--- src/rtl/vdd_pkg.sv ---
// Shared types and constants for the seam-aware vertex dedup block.
// Used by the front classifier, the corner queue, the back end and the top level.
package vdd_pkg;

  localparam int VI_W      = 10;
  localparam int TEX_W     = 12;
  localparam int NTEX_S_W  = 13;
  localparam int OUT_IDX_W = 11;
  localparam int SKIN_W    = 13;
  localparam int VCOUNT_W  = 11;
  localparam int CFG_IDX_W = 1;
  localparam int CFG_DATA_W = 13;

  typedef enum logic [CFG_IDX_W-1:0] {
    CFG_SKIN_WIDTH   = 1'b0,
    CFG_VERTEX_COUNT = 1'b1
  } cfg_reg_t;

  // One classified corner, as it travels from the front to the back end.
  typedef struct packed {
    logic                first;
    logic                bad;
    logic                back;
    logic [VI_W-1:0]     vert_index;
    logic [NTEX_S_W-1:0] adj_s;
    logic [TEX_W-1:0]    tex_t;
  } corner_t;

  typedef struct packed {
    logic [OUT_IDX_W-1:0] out_index;
    logic                 is_new_vertex;
    logic [VI_W-1:0]      new_source_vertex;
    logic [NTEX_S_W-1:0]  new_tex_s;
    logic [TEX_W-1:0]     new_tex_t;
    logic                 bad_vertex;
  } result_t;

endpackage

--- src/rtl/vdd_fifo.sv ---
// Two-entry queue of classified corners between the front and the back end.
// Depends on vdd_pkg for the corner record.
module vdd_fifo (
  input  logic             clk,
  input  logic             rst,
  input  logic             push,
  input  vdd_pkg::corner_t push_data,
  output logic             full,
  input  logic             pop,
  output vdd_pkg::corner_t head,
  output logic             empty
);
  import vdd_pkg::*;

  corner_t    entries [2];
  logic       wr_ptr;
  logic       rd_ptr;
  logic [1:0] fill;

  assign full  = (fill == 2'd2);
  assign empty = (fill == 2'd0);
  assign head  = entries[rd_ptr];

  always_ff @(posedge clk) begin
    if (push && !full) begin
      entries[wr_ptr] <= push_data;
    end
  end

  always_ff @(posedge clk) begin
    if (rst) begin
      wr_ptr <= 1'b0;
      rd_ptr <= 1'b0;
      fill   <= 2'd0;
    end else begin
      if (push && !full) begin
        wr_ptr <= !wr_ptr;
      end
      if (pop && !empty) begin
        rd_ptr <= !rd_ptr;
      end
      fill <= fill + 2'((push && !full) ? 1 : 0) - 2'((pop && !empty) ? 1 : 0);
    end
  end

endmodule

--- config.mk ---
export PLATFORM = sky130hd
export DESIGN_NAME = vdd_fifo
export DESIGN_NICKNAME = d
export VERILOG_FILES = /design/src/rtl/vdd_pkg.sv /design/src/rtl/vdd_fifo.sv
export SDC_FILE = /design/constraint.sdc
export NUM_CORES = 1
export LEC_CHECK = 0
export BUFFER_PORTS_ARGS = -buffer_cell sky130_fd_sc_hd__buf_2
export CORE_UTILIZATION = 46
export CTS_CLUSTER_SIZE = 12
export DETAILED_ROUTE_END_ITERATION = 16
export PLACE_DENSITY = 0.84
export SYNTH_ARGS = -nofsm -noshare
export SYNTH_HDL_FRONTEND = slang
export SYNTH_SLANG_ARGS = --single-unit
--- constraint.sdc ---
create_clock -name clk -period 2.2 [get_ports clk]
set_clock_uncertainty 0.1 [all_clocks]
set_input_delay 0.33 -clock clk [delete_from_list [all_inputs] [get_ports clk]]
set_output_delay 0.33 -clock clk [all_outputs]
set_load 0.02 [all_outputs]
* Word-level counts from Yosys, hierarchy flattened
Memory sizes are Yosys's and may differ from the RTL's. A register that Yosys moved wholly into a read port is not among the register bits.
Cells that the tools add are included.
** Word-level totals
- Register bits :: 4
- RAM bits :: 76
- Bits of input ports :: 42
- Output and inout port bits :: 40
- Memories kept :: 1
** Memory list
- entries :: depth 2, width 38, read ports 1, clocked after Yosys merged registers in 1, wr ports 1, RTL line vdd_fifo.sv:15 : corner_t entries [2];
** Cells by class
- $add $sub $neg :: 2
- Eq/ne operators :: 1
- Muxes and demuxes :: 6
- Reduce and logical (&&, ||, !) cells :: 7
** Operator list (count)
- 1-bit 2-to-1 mux :: 6
- 1-bit logical NOT :: 4
- 2-bit by 1-bit adder with 2-bit output :: 1
- 2-bit equality test (second input constant) :: 1
- 1-bit logical AND :: 2
- 2-bit logical NOT :: 1
- 2-bit by 1-bit subtractor with 2-bit output :: 1

* Longest topological paths before layout
- Depth after elaboration :: 6
- Depth in mapped cells :: 8

* Worst setup path before layout
No wires, ideal clock.
- Path type :: register -> register
- From :: reg fill[0]
- To :: mem entries[0][0] in the netlist's numbering, enable pin
- Arrival time :: 1.639 ns
- Data required time :: 1.707 ns
- Slack :: 0.068 ns
- Cell stages (with the launch flop) :: 5
- Cell sequence :: dfxtp_1 > nand2b_2 > inv_2 > or3_1 > inv_1
** Between the ends
- Word-level cells in the longest chain between the ends :: 5
** RTL lines
- from (decl) :: RTL line vdd_fifo.sv:18 : logic [1:0] fill;
- from (signal assigned) :: RTL line vdd_fifo.sv:42 : fill <= fill + 2'((push && !full) ? 1 : 0) - 2'((pop && !empty) ? 1 : 0);
- 2-bit equality test :: RTL line vdd_fifo.sv:20 : assign full = (fill == 2'd2);
- net full :: RTL line vdd_fifo.sv:8 : output logic full,
- 1-bit logical NOT :: RTL line vdd_fifo.sv:25 : if (push && !full) begin
- 1-bit logical AND :: RTL line vdd_fifo.sv:25
- 1-bit 2-to-1 mux :: RTL line vdd_fifo.sv:25
- 1-bit 2-to-1 mux (not written as such) :: RTL line vdd_fifo.sv:26 : entries[wr_ptr] <= push_data;
- to (decl) :: RTL line vdd_fifo.sv:15
The timed path passes the listed nets, and every way through them passes these cells.

==> results by group <==
Outcome
  – Status: completed

Final layout
  – Layout cells sized above 1: between 50% and 60%
  – Final Net Count: 281
  – Fill cells: 461
  – FF+latch area: 0.00238 mm2
  – Multi-input gate area: 547 um2
  – Area growth syn-to-layout: 23.9%
  – Post-route cell area: 0.00369 mm2
  – Ant. Diodes: 0

Min path
  – Hold Crit Start: push_data[32]
  – Worst Hold Path EP: entries[1][32]
  – Min-delay worst type: input port to register
  – Hold Crit Depth: 1

Power and ir drop
  – Logic pwr share: 30.3%
  – Clock power frac: 23.0%
  – Psw: 0.00134 W
  – P_leak: ~1.4 nW
  – Pwr dens: between 1000 and 1500 mW/mm2
  – Sequential share of power: 46.7%
  – Int Power: 0.00308 W
  – Sw frac: 30.3%
  – VDD IR max: just under 0.7 mV

CTS
  – Deepest clock path buffer count: 2
  – Root Driver: clkbuf_8
  – Reg clk slew, reported paths: 0.07 ns
  – Num CTS Buffers: 9
  – Clock H-tree levels: 3
  – CTS tree: built
  – Worst-Skew Late Latency: 0.34 ns
  – Post-CTS Resized: 0
  – Clk sinks: 81
  – CTS Hold Bufs: 0
  – Postcts setup bufs: 0

Critical path
  – Critical Path RT: 1.77 ns
  – Family with the most delay on the worst path: flip-flops
  – Critical Path Slowest Stage Cell: dfxtp_2
  – CP max stage delay: 0.51 ns
  – CP Capture Type: output port
  – Bufs and invs on worst path: 2
  – R2r startpoint: fill[0]
  – Startpoint types: register
  – Critical path fanouts, max: 27
  – FF-to-FF path depth: 5
  – Worst R2R Setup Slack: approximately 0.42 ns
  – Critical path type: register to output port
  – WP data arrival: between 1.5 and 2 ns
  – Critical path cell sequence: buf_12 -> mux2_2 -> buf_2
  – R2r endpoint: entries[0][34]

STA
  – Slew @ Worst Pin: 0.377 ns
  – Final period util: 93.5%
  – Crit path time final: 2.06 ns
  – Final hold vios: 0
  – Final Max Tran Viols: 0
  – Unrepaired setup endpoints after global routing: no
  – Setup TNS: 0 ns
  – Final setup viols: 0
  – Max frequency: 486 MHz
  – Max-slew headroom: between 70% and 80%

Floorplan
  – Initial Util: between 40% and 50%
  – Area of the core: just over 0.006 mm2
  – Die W: 82.4 um
  – Die area: 0.00680 mm2
  – I/O pins: 82
  – Row count: 28
  – Die H: around 82 um

GRT
  – Vias in the first global route: 1,605
  – First-pass GRT wire length: 7470 um
  – GR Overflow Total: 0
  – Largest net degree at the start of global routing: 28
  – GRT Util Overall: between 10% and 20%
  – Initial antenna violation count: 0

Drt
  – Vias per std cell: 4.91
  – WL per Instance: around 16 um
  – Antenna-violating nets left: 0
  – 1st-iter DRT viols: between 50 and 60
  – First-pass DRT Iterations: 4
  – Final WL: 4930 um
  – Post-route DRC: 0
  – Vias: 1,558

Yosys
  – Synth unique cells: 21
  – Sequential area share after synthesis: approximately 80%
  – Mean Syn Cell Area: 20.5 um2
  – Synthesis-stage register bit count: 81
  – Synth Cell Area: 0.00298 mm2
  – Mapped Cells: approximately 150
  – Yosys Warn Count: 0
  – Syn nets: 189

Placed design
  – IO buf count: a little over 80
  – Area after DPL: 0.00350 mm2
  – Placer Congestion: 0.716
  – DP Wirelength: 3420 um

Run
  – Number of max-cap violations: 0
[registers in the layout, indices dropped and copies added (netlist names), named ones only]
| name | flops |
|---|---|
| rd_ptr | 1 |
| fill | 2 |
| entries | 76 |
| wr_ptr | 1 |
[area by class of cell]
type,count,area share [%]
Inverter,4,0.407
Tap cell,75,2.54
Clock buffer,13,4.04
Sequential cell,81,64.6
Multi-Input combinational cell,56,14.8
Timing Repair Buffer,85,12.5
Clock inverter,3,1.09
[power by group through the flow]
| stage | Sequential [W] | Combinational, W | Clock (W) |
|---|---|---|---|
| after floorplan | 0.00205 | 0.000967 | 0 |
| after global placement | 0.00209 | 0.00132 | 0 |
| after detailed placement | 0.00210 | 0.00135 | 0 |
| after CTS | 0.00207 | 0.00136 | 0.00105 |
| after global routing | 0.00209 | 0.00144 | 0.00111 |
| final | 0.00207 | 0.00134 | 0.00102 |
[Yosys cell counts]
cell / number / area [um2]
edfxtp_1: 76 / 2280
mux2_2: 38 / 428
dfxtp_1: 5 / 100
nor2_1: 4 / 15.0
inv_1: 3 / 11.3
buf_2: 2 / 10.0
buf_6: 2 / 22.5
ha_1: 2 / 25.0
a21oi_1: 1 / 5.00
and2_1: 1 / 6.26
and3_2: 1 / 7.51
inv_2: 1 / 3.75
nand2_1: 1 / 3.75
nand2b_2: 1 / 8.76
nor2b_1: 1 / 6.26
nor3_1: 1 / 5.00
o21a_1: 1 / 7.51
o21ai_0: 1 / 5.00
or3_1: 1 / 6.26
xnor2_1: 1 / 8.76
xor2_1: 1 / 8.76
[worst max path at each step]
stage | from | to | depth (start not counted)
after floorplan | fill[0] | entries[0][0] | 4
after global placement | fill[0] | entries[0][28] | 5
after detailed placement | fill[0] | entries[0][27] | 5
after CTS | register | head[6] | 3
after global routing | register | head[24] | 3
final | register | head[6] | 3
[placed cells by master, fill, tap and decap left out, drive strengths merged]
cell / n
dfxtp: 5
xor2: 1
clkbuf: 13
bufinv: 1
a21oi: 1
nor2b: 1
or3: 1
o21ai: 1
nor2: 4
clkinv: 2
inv: 4
xnor2: 1
and2: 1
nand2: 1
nand2b: 1
edfxtp: 76
nor3: 1
mux2: 38
and3: 1
o21a: 1
buf: 85
ha: 2
[layer usage]
metal | track usage (%) | routed length, um
met5 | 0 | 0
met2 | 27.9 | 2620
met1 | 16.4 | 1960
met4 | 6.67 | 78
met3 | 7.69 | 274
[cells by family after synthesis]
kind of cell	count (synthesis)	share of synthesized area, %
flops	81	80.0
fa+ha+maj	2	0.841
xor+xnor	2	0.589
buf+inv	8	1.60
compound gates	3	0.588
mux	38	14.4
simple gates	11	1.98
[per-stage QoR]
| stage | hold WS (ns) | power, W | util [%] | setup WS, ns | instances |
|---|---|---|---|---|---|
| 2_1_floorplan | 0.299 | 0.00302 | - | 0.0682 | 145 |
| 3_3_place_gp | 0.373 | 0.00341 | 57.4 | 0.503 | 301 |
| 3_5_place_dp | 0.394 | 0.00345 | 57.4 | 0.438 | 301 |
| 4_1_cts | 0.0567 | 0.00448 | 60.5 | 0.101 | 317 |
| 5_1_grt | 0.0543 | 0.00465 | 60.5 | 0.0497 | 317 |
| 6_report | 0.0762 | 0.00442 | 60.5 | 0.143 | 317 |
No activity file was read; power rests on OpenSTA's default activity.
