[config.mk]
export PLATFORM = sky130hd
export DESIGN_NAME = vdd_front
export DESIGN_NICKNAME = d
export VERILOG_FILES = /design/src/rtl/vdd_pkg.sv /design/src/rtl/vdd_front.sv
export SDC_FILE = /design/constraint.sdc
export NUM_CORES = 1
export LEC_CHECK = 0
export BUFFER_PORTS_ARGS = -buffer_cell sky130_fd_sc_hd__buf_2
export CORE_MARGIN = 2
export CORE_UTILIZATION = 43
export DETAILED_ROUTE_END_ITERATION = 6
export PLACE_DENSITY = 0.95
export SLEW_MARGIN = 10
export SYNTH_ARGS = -nofsm -noshare
export SYNTH_HDL_FRONTEND = slang
export SYNTH_SLANG_ARGS = --single-unit
[constraint.sdc]
create_clock -name vclk -period 7.5
set_clock_uncertainty 0.2 [all_clocks]
set_input_delay 2.25 -clock vclk [all_inputs]
set_output_delay 2.25 -clock vclk [all_outputs]
set_load 0.1 [all_outputs]
[src/rtl/vdd_pkg.sv]
// Shared types and constants for the seam-aware vertex dedup block.
// Used by the front classifier, the corner queue, the back end and the top level.
package vdd_pkg;

  localparam int VI_W      = 10;
  localparam int TEX_W     = 12;
  localparam int NTEX_S_W  = 13;
  localparam int OUT_IDX_W = 11;
  localparam int SKIN_W    = 13;
  localparam int VCOUNT_W  = 11;
  localparam int CFG_IDX_W = 1;
  localparam int CFG_DATA_W = 13;

  typedef enum logic [CFG_IDX_W-1:0] {
    CFG_SKIN_WIDTH   = 1'b0,
    CFG_VERTEX_COUNT = 1'b1
  } cfg_reg_t;

  // One classified corner, as it travels from the front to the back end.
  typedef struct packed {
    logic                first;
    logic                bad;
    logic                back;
    logic [VI_W-1:0]     vert_index;
    logic [NTEX_S_W-1:0] adj_s;
    logic [TEX_W-1:0]    tex_t;
  } corner_t;

  typedef struct packed {
    logic [OUT_IDX_W-1:0] out_index;
    logic                 is_new_vertex;
    logic [VI_W-1:0]      new_source_vertex;
    logic [NTEX_S_W-1:0]  new_tex_s;
    logic [TEX_W-1:0]     new_tex_t;
    logic                 bad_vertex;
  } result_t;

endpackage

[src/rtl/vdd_front.sv]
// Front classifier: range check, seam slot choice and seam s adjustment.
// Depends on vdd_pkg for the corner record.
module vdd_front #(
  parameter int MAX_SOURCE_VERTS = 1024
) (
  input  logic                          first_of_model,
  input  logic [vdd_pkg::VI_W-1:0]      vert_index,
  input  logic                          faces_front,
  input  logic                          on_seam,
  input  logic [vdd_pkg::TEX_W-1:0]     tex_s,
  input  logic [vdd_pkg::TEX_W-1:0]     tex_t,
  input  logic [vdd_pkg::SKIN_W-1:0]    skin_width,
  input  logic [vdd_pkg::VCOUNT_W-1:0]  vertex_count,
  output vdd_pkg::corner_t              corner
);
  import vdd_pkg::*;

  logic back;
  logic bad;
  logic [NTEX_S_W-1:0] half_skin;

  assign back      = !faces_front && on_seam;
  assign bad       = ({1'b0, vert_index} >= vertex_count) ||
                     (32'(vert_index) >= MAX_SOURCE_VERTS);
  assign half_skin = NTEX_S_W'(skin_width >> 1);

  always_comb begin
    corner.first      = first_of_model;
    corner.bad        = bad;
    corner.back       = back;
    corner.vert_index = vert_index;
    corner.tex_t      = tex_t;
    if (back) begin
      corner.adj_s = NTEX_S_W'(tex_s) + half_skin;
    end else begin
      corner.adj_s = NTEX_S_W'(tex_s);
    end
  end

endmodule

=== After elaboration in Yosys (flattened, before gate mapping) ===
Index checks and enable logic that the tools add are counted.

* Register bits: 0
* Bits in latches: 0
* RAM bits: 0
* Bits in read-only memories: 0
* Input bits: 61
* Output and inout port bits: 38
* Word-level logic and storage cells: 5
* Memories kept: 0

* Add/sub/neg operators: 1
* Multiply operators: 0
* Div/mod/pow operators: 0
* $lt $le $gt $ge: 1
* Equal/unequal tests: 0
* Shift-type cells: 0
* Multiplexer cells: 1
* Bitwise operators: 0
* Reduce and logical (&&, ||, !) cells: 2

{| class="wikitable"
|+ Operator list
! kind !! number
|-
| adder 12 x 12 -> 13 bit || 1
|-
| two-way mux 13 bit || 1
|-
| >= comparator 10 x 11 -> 1 bit || 1
|-
| logical AND 1 bit || 1
|-
| logical NOT 1 bit || 1
|}

=== Logic depth before layout (Yosys ltp) ===
Gate-level depths: netlist of run 1.

* Word-level depth: 3
* Depth in mapped cells: 8

=== Worst setup path after synthesis of run 1 ===
OpenSTA, ideal clock, no wires.

* Path kind: input to output
* Start: input port tex_s[0] in the netlist's numbering
* End: output port corner[20] in the netlist's numbering
* Arrival: 5.476 ns
* Data required time: 5.050 ns
* Setup slack: -0.426 ns
* Stages on the path: 7
* Buffers on the path: 0
* Path through: ha_1 -> fa_1 -> nand3_1 -> a21oi_1 -> and3b_4 -> xor2_1 -> o21ai_0

{| class="wikitable"
|+ RTL lines
! element !! line !! RTL
|-
| start, declared || vdd_front.sv:10 || <nowiki>input logic [vdd_pkg::TEX_W-1:0] tex_s,</nowiki>
|-
| end, declared || vdd_front.sv:14 || <nowiki>output vdd_pkg::corner_t corner</nowiki>
|}

==> impl_results.html, run 1 <==
<table>
<tr><th>Metric</th><th>Value</th></tr>
<tr><th colspan="2">STA</th></tr>
<tr><td>Transition at the pin with the smallest max-transition slack</td><td>0.4943 ns</td></tr>
<tr><td>Setup violation total in the final timing report</td><td>0</td></tr>
<tr><td>Total count of max-transition violations in the final report</td><td>0</td></tr>
<tr><td>Aggregate negative setup slack</td><td>0 ns</td></tr>
<tr><td>Fin crit period</td><td>6.639 ns</td></tr>
<tr><td>Peak Freq</td><td>150.6 MHz</td></tr>
<tr><td>Least setup slack across all paths after layout</td><td>0.8609 ns</td></tr>
<tr><td>Max-Slew Margin vs Limit</td><td>67.27%</td></tr>
<tr><td>Setup repair after global routing missed its margin</td><td>no</td></tr>
<tr><td>Final worst path period share</td><td>88.52%</td></tr>
<tr><td>Final-layout worst hold slack</td><td>4.300 ns</td></tr>
<tr><td>Final hold vios</td><td>0</td></tr>
<tr><th colspan="2">Synthesis</th></tr>
<tr><td>Synthesized cell area</td><td>1076 um2</td></tr>
<tr><td>Xor-xnor portion of the synthesized cell area</td><td>6.512%</td></tr>
<tr><td>Yosys synthesis warning count</td><td>0</td></tr>
<tr><td>Instance count of the mapped netlist</td><td>154</td></tr>
<tr><td>Share of the yosys chip area belonging to registers</td><td>0%</td></tr>
<tr><td>Mux contribution to synthesized area</td><td>1.860%</td></tr>
<tr><td>Synthesized Nets</td><td>238</td></tr>
<tr><td>Simple-gate share of the synthesized area</td><td>18.14%</td></tr>
<tr><td>Number of library cell types mapped by synthesis</td><td>30</td></tr>
<tr><td>Adder-Cell Fraction of Synth Area</td><td>27.44%</td></tr>
<tr><td>Average footprint of a synthesized cell</td><td>6.987 um2</td></tr>
<tr><td>Complex-gate fraction of the synthesized area</td><td>23.72%</td></tr>
<tr><td>Largest family of logic cells by synthesized area</td><td>adder cells</td></tr>
<tr><th colspan="2">Run status</th></tr>
<tr><td>Outcome</td><td>finished clean</td></tr>
<tr><th colspan="2">Power</th></tr>
<tr><td>Worst-case vdd ir drop</td><td>0.07776 mV</td></tr>
<tr><td>Leakage power figure</td><td>0.7620 nW</td></tr>
<tr><td>Overall power</td><td>0.0001662 W</td></tr>
<tr><td>Power per cell area</td><td>130.0 nW/um2</td></tr>
<tr><th colspan="2">Drt</th></tr>
<tr><td>Vias after detailed routing</td><td>1157</td></tr>
<tr><td>Detailed Route WL</td><td>2385 um</td></tr>
<tr><td>Post-detailed-route DRC marker count</td><td>0</td></tr>
<tr><td>Antenna violation net count after detailed routing</td><td>0</td></tr>
<tr><td>Number of vias per cell after detailed routing</td><td>5.052</td></tr>
<tr><td>Drt first-iter violations</td><td>8</td></tr>
<tr><td>Drt first pass iters</td><td>4</td></tr>
<tr><td>Post-DR wirelength/cell</td><td>10.41 um</td></tr>
<tr><th colspan="2">Worst setup path</th></tr>
<tr><td>Worst setup path category</td><td>in2out</td></tr>
<tr><td>Crit path launch type</td><td>primary input</td></tr>
<tr><td>Critical path capture point type</td><td>output pin</td></tr>
<tr><td>CP arrival</td><td>4.19 ns</td></tr>
<tr><td>Required time of the critical path</td><td>5.05 ns</td></tr>
<tr><td>Largest fanout of any net on the critical path</td><td>4</td></tr>
<tr><td>Crit-path most repeated cell</td><td>buf_2</td></tr>
<tr><td>Cell type of the slowest stage on the worst timing path</td><td>fa_1</td></tr>
<tr><td>Crit path cell chain</td><td>buf_2 &gt; ha_1 &gt; fa_1 &gt; nand3_1 &gt; a21oi_1 &gt; and3b_4 &gt; o21ai_0 &gt; o311a_1 &gt; buf_2</td></tr>
<tr><td>CP max stage delay</td><td>0.42 ns</td></tr>
<tr><th colspan="2">Placement</th></tr>
<tr><td>RePlAce Congestion</td><td>0.8269</td></tr>
<tr><td>Quantity of I/O buffers inserted on ports</td><td>72</td></tr>
<tr><td>HPWL after detailed placement</td><td>2123 um</td></tr>
<tr><td>Setup Slack @ Placement</td><td>0.8781 ns</td></tr>
<tr><th colspan="2">Clock network</th></tr>
<tr><td>Count of buffers added by post-CTS timing repair for setup</td><td>0</td></tr>
<tr><td>Cts hold-fix bufs</td><td>0</td></tr>
<tr><td>Count of instances resized after the clock tree is built</td><td>0</td></tr>
<tr><th colspan="2">Final layout</th></tr>
<tr><td>Layout cell share with drive strength beyond 1</td><td>37.69%</td></tr>
<tr><td>Diodes inserted</td><td>0</td></tr>
<tr><td>Layout filler cell count</td><td>246</td></tr>
<tr><td>Synthesis-to-finish area growth</td><td>18.84%</td></tr>
<tr><td>Number of clock buffers in the layout</td><td>0</td></tr>
<tr><td>Seq_cells</td><td>0</td></tr>
<tr><td>Final net count</td><td>285</td></tr>
<tr><td>Area of the multi-input gates</td><td>835.8 um2</td></tr>
<tr><td>Sequential cell area in the final layout</td><td>0 um2</td></tr>
<tr><th colspan="2">GRT</th></tr>
<tr><td>Maximum number of pins on one net before global-route repair</td><td>23</td></tr>
<tr><td>First-pass GRT wire length</td><td>3429 um</td></tr>
<tr><td>Total track usage</td><td>15.02%</td></tr>
<tr><td>Via count of the first global-routing pass</td><td>939</td></tr>
<tr><td>Initial antenna violation count</td><td>0</td></tr>
<tr><td>Total global routing overflow</td><td>0</td></tr>
<tr><th colspan="2">Floorplanning</th></tr>
<tr><td>Y dimension of the die</td><td>54.03 um</td></tr>
<tr><td>Number of placement rows</td><td>18</td></tr>
<tr><td>Total I/O pin count</td><td>99</td></tr>
<tr><td>Effective utilization at floorplan</td><td>44.24%</td></tr>
<tr><td>Die boundary width</td><td>54.03 um</td></tr>
<tr><td>Core Box Area</td><td>2432 um2</td></tr>
<tr><td>Die Outline Area</td><td>2919 um2</td></tr>
<tr><th colspan="2">Hold path</th></tr>
<tr><td>Launch instance of the worst min-delay path</td><td>tex_t[9]</td></tr>
<tr><td>Class of the tightest hold or removal check</td><td>in2out</td></tr>
<tr><td>Number of instances on the worst hold path</td><td>0</td></tr>
<tr><td>Endpoint, Worst Hold</td><td>corner[9]</td></tr>
<tr><th colspan="2">Run</th></tr>
<tr><td>Max-cap violations</td><td>0</td></tr>
</table>
[through the flow]
stage	instance area, um2	utilization, %	cells
5_1_grt	1279	52.57	229
6_report	1279	52.57	229
3_5_place_dp	1279	52.57	229
4_1_cts	1279	52.57	229
2_1_floorplan	1076	-	154
3_3_place_gp	1279	52.57	229
[cell families (layout without fill, tap and decap cells)]
kind of cell	count (synthesis)	in the layout
AOI/OAI and AO/OA	41	41
xor gates and xnor gates	8	8
adders and majority gates	23	23
buffers and inverters	39	84
muxes	2	2
and+or+nand+nor	41	41
[cells in the mapped netlist]
library cell | count | area [um2]
a211oi_1 | 2 | 15.01
a21boi_0 | 1 | 7.510
a21o_1 | 6 | 45.04
a21oi_1 | 10 | 50.05
a31o_2 | 1 | 8.760
a31oi_1 | 3 | 18.77
and3b_4 | 1 | 12.51
buf_4 | 25 | 187.7
clkbuf_1 | 2 | 7.510
clkinv_1 | 1 | 3.750
fa_1 | 1 | 20.02
ha_1 | 22 | 275.3
inv_1 | 11 | 41.29
mux2i_1 | 2 | 20.02
nand2_1 | 22 | 82.58
nand2b_1 | 2 | 12.51
nand3_1 | 4 | 20.02
nand4_1 | 4 | 25.02
nor2_1 | 4 | 15.01
nor2b_1 | 1 | 6.260
nor3_1 | 1 | 5.000
o211ai_1 | 3 | 22.52
o21a_1 | 1 | 7.510
o21ai_0 | 11 | 55.05
o21ai_1 | 1 | 5.000
o311a_1 | 2 | 20.02
or2b_2 | 1 | 8.760
or4_1 | 1 | 7.510
xnor2_1 | 4 | 35.03
xor2_1 | 4 | 35.03
[cell type report]
type                       instances  share of cell area (%)
inverter                          12                   3.522
multi-input combinational        115                   65.36
tap                               30                   2.935
timing repair buffer              72                   28.18
[report_power, final]
group	total, W	switching [W]	internal, W
logic	0.000166	0.000123	0.0000436
clock network	0	0	0
registers	0	0	0
[how the worst max path moves through the flow]
stage / endpoint / slack (ns) / startpoint
3_3_place_gp: corner[24] / 0.89 / tex_s[0]
3_5_place_dp: corner[24] / 0.88 / tex_s[0]
2_1_floorplan: corner[15] / 0.02 / tex_s[1]
5_1_grt: corner[24] / 0.77 / tex_s[0]
4_1_cts: corner[24] / 0.87 / tex_s[0]
6_report: corner[24] / 0.86 / tex_s[0]
[placed cells by master, fill, tap and decap left out, types with 2 or more instances in the layout]
| master | count |
|---|---|
| a211oi_1 | 2 |
| a21o_1 | 6 |
| a21oi_1 | 10 |
| a31oi_1 | 3 |
| buf_2 | 72 |
| ha_1 | 22 |
| inv_1 | 11 |
| mux2i_1 | 2 |
| nand2_1 | 22 |
| nand2b_1 | 2 |
| nand3_1 | 4 |
| nand4_1 | 4 |
| nor2_1 | 4 |
| o211ai_1 | 3 |
| o21ai_0 | 4 |
| o21ai_1 | 8 |
| o311a_1 | 2 |
| xnor2_1 | 4 |
| xor2_1 | 4 |
[layer usage]
layer	share of wire, %	wire length [um]	GRT usage, %
met5	0	0	0
met4	0.38	9	1.250
met3	9.7	232	1.111
met2	52	1238	32.52
met1	38	905	15.71
[critical path, delay by kind of cell]
| kind | cells | cell delay, ns |
|---|---|---|
| compound gates | 3 | 0.45 |
| fa+ha+maj | 2 | 0.65 |
| simple gates | 2 | 0.43 |
| buf+inv | 2 | 0.40 |
Note: power is estimated with default switching activity, not from simulation.
==> run 2: changes to the inputs <==
--- a/config.mk
+++ b/config.mk
@@ -8,7 +8,8 @@
 export BUFFER_PORTS_ARGS = -buffer_cell sky130_fd_sc_hd__buf_2
 export CORE_MARGIN = 2
-export CORE_UTILIZATION = 43
+export CORE_UTILIZATION = 30
 export DETAILED_ROUTE_END_ITERATION = 6
-export PLACE_DENSITY = 0.95
+export PLACE_DENSITY = 0.79
+export SKIP_LAST_GASP = 1
 export SLEW_MARGIN = 10
 export SYNTH_ARGS = -nofsm -noshare
==> constraint.sdc (replaced) <==
create_clock -name vclk -period 7.5
set_clock_uncertainty 0.2 [all_clocks]
set_input_delay 1.875 -clock vclk [all_inputs]
set_output_delay 1.875 -clock vclk [all_outputs]
set_load 0.1 [all_outputs]
==> impl_results.html, run 2 (synthesized netlist as in run 1, its figures left out) <==
<table>
<tr><th>Metric</th><th>Value</th></tr>
<tr><th colspan="2">Drt</th></tr>
<tr><td>Drt first pass iters</td><td>4</td></tr>
<tr><td>Number of vias per cell after detailed routing</td><td>4.865</td></tr>
<tr><td>Antenna violation net count after detailed routing</td><td>0</td></tr>
<tr><td>Post-DR wirelength/cell</td><td>10.18 um</td></tr>
<tr><td>Post-detailed-route DRC marker count</td><td>0</td></tr>
<tr><td>Drt first-iter violations</td><td>19</td></tr>
<tr><td>Detailed Route WL</td><td>2494 um</td></tr>
<tr><td>Vias after detailed routing</td><td>1192</td></tr>
<tr><th colspan="2">Power</th></tr>
<tr><td>Share of power burned in the clock network</td><td>0%</td></tr>
<tr><td>Sequential share of power</td><td>0%</td></tr>
<tr><td>Power per cell area</td><td>127.7 nW/um2</td></tr>
<tr><td>Worst-case vdd ir drop</td><td>0.07897 mV</td></tr>
<tr><td>Leakage power figure</td><td>0.7623 nW</td></tr>
<tr><td>Int Power</td><td>0.00004324 W</td></tr>
<tr><td>Combinational share of power</td><td>100.0%</td></tr>
<tr><td>Sw power</td><td>0.0001226 W</td></tr>
<tr><td>Switching power share of the total</td><td>73.93%</td></tr>
<tr><th colspan="2">Worst setup path</th></tr>
<tr><td>Buffers and inverters on the worst path</td><td>2</td></tr>
<tr><td>CP arrival</td><td>3.81 ns</td></tr>
<tr><td>Required time of the critical path</td><td>5.43 ns</td></tr>
<tr><td>Largest fanout of any net on the critical path</td><td>4</td></tr>
<tr><td>Worst setup path category</td><td>in2out</td></tr>
<tr><td>Crit-path most repeated cell</td><td>buf_2</td></tr>
<tr><td>Cell class contributing the biggest share of worst-path delay</td><td>adder cells</td></tr>
<tr><td>Critical path capture point type</td><td>output pin</td></tr>
<tr><td>Crit path cell chain</td><td>buf_2 &gt; ha_1 &gt; fa_1 &gt; nand3_1 &gt; a21oi_1 &gt; and3b_4 &gt; o21ai_0 &gt; o311a_1 &gt; buf_2</td></tr>
<tr><td>Crit path launch type</td><td>primary input</td></tr>
<tr><td>CP max stage delay</td><td>0.41 ns</td></tr>
<tr><td>Cell type of the slowest stage on the worst timing path</td><td>fa_1</td></tr>
<tr><th colspan="2">Placement</th></tr>
<tr><td>HPWL after detailed placement</td><td>2164 um</td></tr>
<tr><td>Post-detailed-placement cell area</td><td>1299 um2</td></tr>
<tr><td>Quantity of I/O buffers inserted on ports</td><td>72</td></tr>
<tr><td>RePlAce Congestion</td><td>0.7805</td></tr>
<tr><td>Instance count after placement with tap cells included</td><td>245</td></tr>
<tr><th colspan="2">STA</th></tr>
<tr><td>Fin crit period</td><td>5.880 ns</td></tr>
<tr><td>Max-Slew Margin vs Limit</td><td>67.21%</td></tr>
<tr><td>Final worst path period share</td><td>78.40%</td></tr>
<tr><td>Setup repair after global routing missed its margin</td><td>no</td></tr>
<tr><td>Peak Freq</td><td>170.1 MHz</td></tr>
<tr><td>Total count of max-transition violations in the final report</td><td>0</td></tr>
<tr><td>Final hold vios</td><td>0</td></tr>
<tr><td>Aggregate negative setup slack</td><td>0 ns</td></tr>
<tr><td>Setup violation total in the final timing report</td><td>0</td></tr>
<tr><td>Transition at the pin with the smallest max-transition slack</td><td>0.4952 ns</td></tr>
<tr><th colspan="2">Final layout</th></tr>
<tr><td>Final design area excluding fillers</td><td>1299 um2</td></tr>
<tr><td>Sequential cell area in the final layout</td><td>0 um2</td></tr>
<tr><td>Layout cell share with drive strength beyond 1</td><td>37.69%</td></tr>
<tr><td>Final net count</td><td>285</td></tr>
<tr><td>Seq_cells</td><td>0</td></tr>
<tr><td>Synthesis-to-finish area growth</td><td>20.70%</td></tr>
<tr><td>Most frequent cells in the layout</td><td>buf_2 (72), nand2_1 (22), ha_1 (22)</td></tr>
<tr><td>Layout filler cell count</td><td>359</td></tr>
<tr><td>Non-Filler Instances</td><td>245</td></tr>
<tr><td>Number of clock buffers in the layout</td><td>0</td></tr>
<tr><td>Diodes inserted</td><td>0</td></tr>
<tr><td>Final core area utilization</td><td>38.32%</td></tr>
<tr><td>Most common cell after layout, fill and taps aside</td><td>buf_2</td></tr>
<tr><th colspan="2">Floorplanning</th></tr>
<tr><td>Die boundary width</td><td>63.89 um</td></tr>
<tr><td>Number of placement rows</td><td>21</td></tr>
<tr><td>Y dimension of the die</td><td>63.89 um</td></tr>
<tr><td>Die Outline Area</td><td>4082 um2</td></tr>
<tr><td>Total I/O pin count</td><td>99</td></tr>
<tr><td>Effective utilization at floorplan</td><td>31.75%</td></tr>
<tr><td>Core Box Area</td><td>3390 um2</td></tr>
<tr><th colspan="2">GRT</th></tr>
<tr><td>First-pass GRT wire length</td><td>4291 um</td></tr>
<tr><td>Maximum number of pins on one net before global-route repair</td><td>23</td></tr>
<tr><td>Total global routing overflow</td><td>0</td></tr>
<tr><td>Via count of the first global-routing pass</td><td>1088</td></tr>
<tr><td>Initial antenna violation count</td><td>0</td></tr>
<tr><td>Total track usage</td><td>11.92%</td></tr>
<tr><th colspan="2">Clock network</th></tr>
<tr><td>Count of instances resized after the clock tree is built</td><td>0</td></tr>
<tr><td>Cts hold-fix bufs</td><td>0</td></tr>
<tr><td>Count of buffers added by post-CTS timing repair for setup</td><td>0</td></tr>
<tr><th colspan="2">Hold path</th></tr>
<tr><td>Class of the tightest hold or removal check</td><td>in2out</td></tr>
<tr><th colspan="2">Run</th></tr>
<tr><td>Max-cap violations</td><td>0</td></tr>
<tr><th colspan="2">Run status</th></tr>
<tr><td>Outcome</td><td>finished clean</td></tr>
</table>
-- run 2: changes by cell type in the layout (fill, tap and decap cells not counted) --
cell     delta
o21ai_0     +7
o21ai_1     -7
-- run 2: routing by layer --
layer	wire length, um	part of all wire [%]	vias up	global-route usage, %
met5	0	0	-	0
met4	0	0	0	0
met3	221	8.9	0	1.232
met2	1259	50	59	24.09
met1	1012	41	520	14.00
li1	-	-	613	-
-- run 2: area by class of cell --
| type | instances | area (um2) | area share, % |
|---|---|---|---|
| multi-input cells | 115 | 835.8 | 64.35 |
| well taps | 46 | 57.56 | 4.432 |
| inverters | 12 | 45.04 | 3.468 |
| repair buffers | 72 | 360.3 | 27.75 |
-- run 2: path summary, 6_finish.rpt --
| kind | start | endpoint | slack, ns | cells past startpoint |
|---|---|---|---|---|
| setup / recovery | tex_s[0] | corner[24] | 1.62 | 9 |
| hold / removal | tex_t[4] | corner[4] | 3.55 | 0 |
-- run 2: power groups by stage --
| stage | Sequential, W | Combinational (W) | Clock (W) |
|---|---|---|---|
| 6_report | 0 | 0.000166 | 0 |
| 4_1_cts | 0 | 0.000166 | 0 |
| 3_5_place_dp | 0 | 0.000166 | 0 |
| 5_1_grt | 0 | 0.000179 | 0 |
| 2_1_floorplan | 0 | 0.000170 | 0 |
| 3_3_place_gp | 0 | 0.000164 | 0 |
-- run 2: per-stage QoR --
stage                     power [W]  hold WS, ns  setup slack (ns)
after detailed placement  0.0001657        3.551             1.629
final                     0.0001659        3.550             1.620
after CTS                 0.0001665        3.551             1.619
after floorplan           0.0001704        3.762            0.3241
after global placement    0.0001640        3.551             1.637
after global routing      0.0001790        3.550             1.422
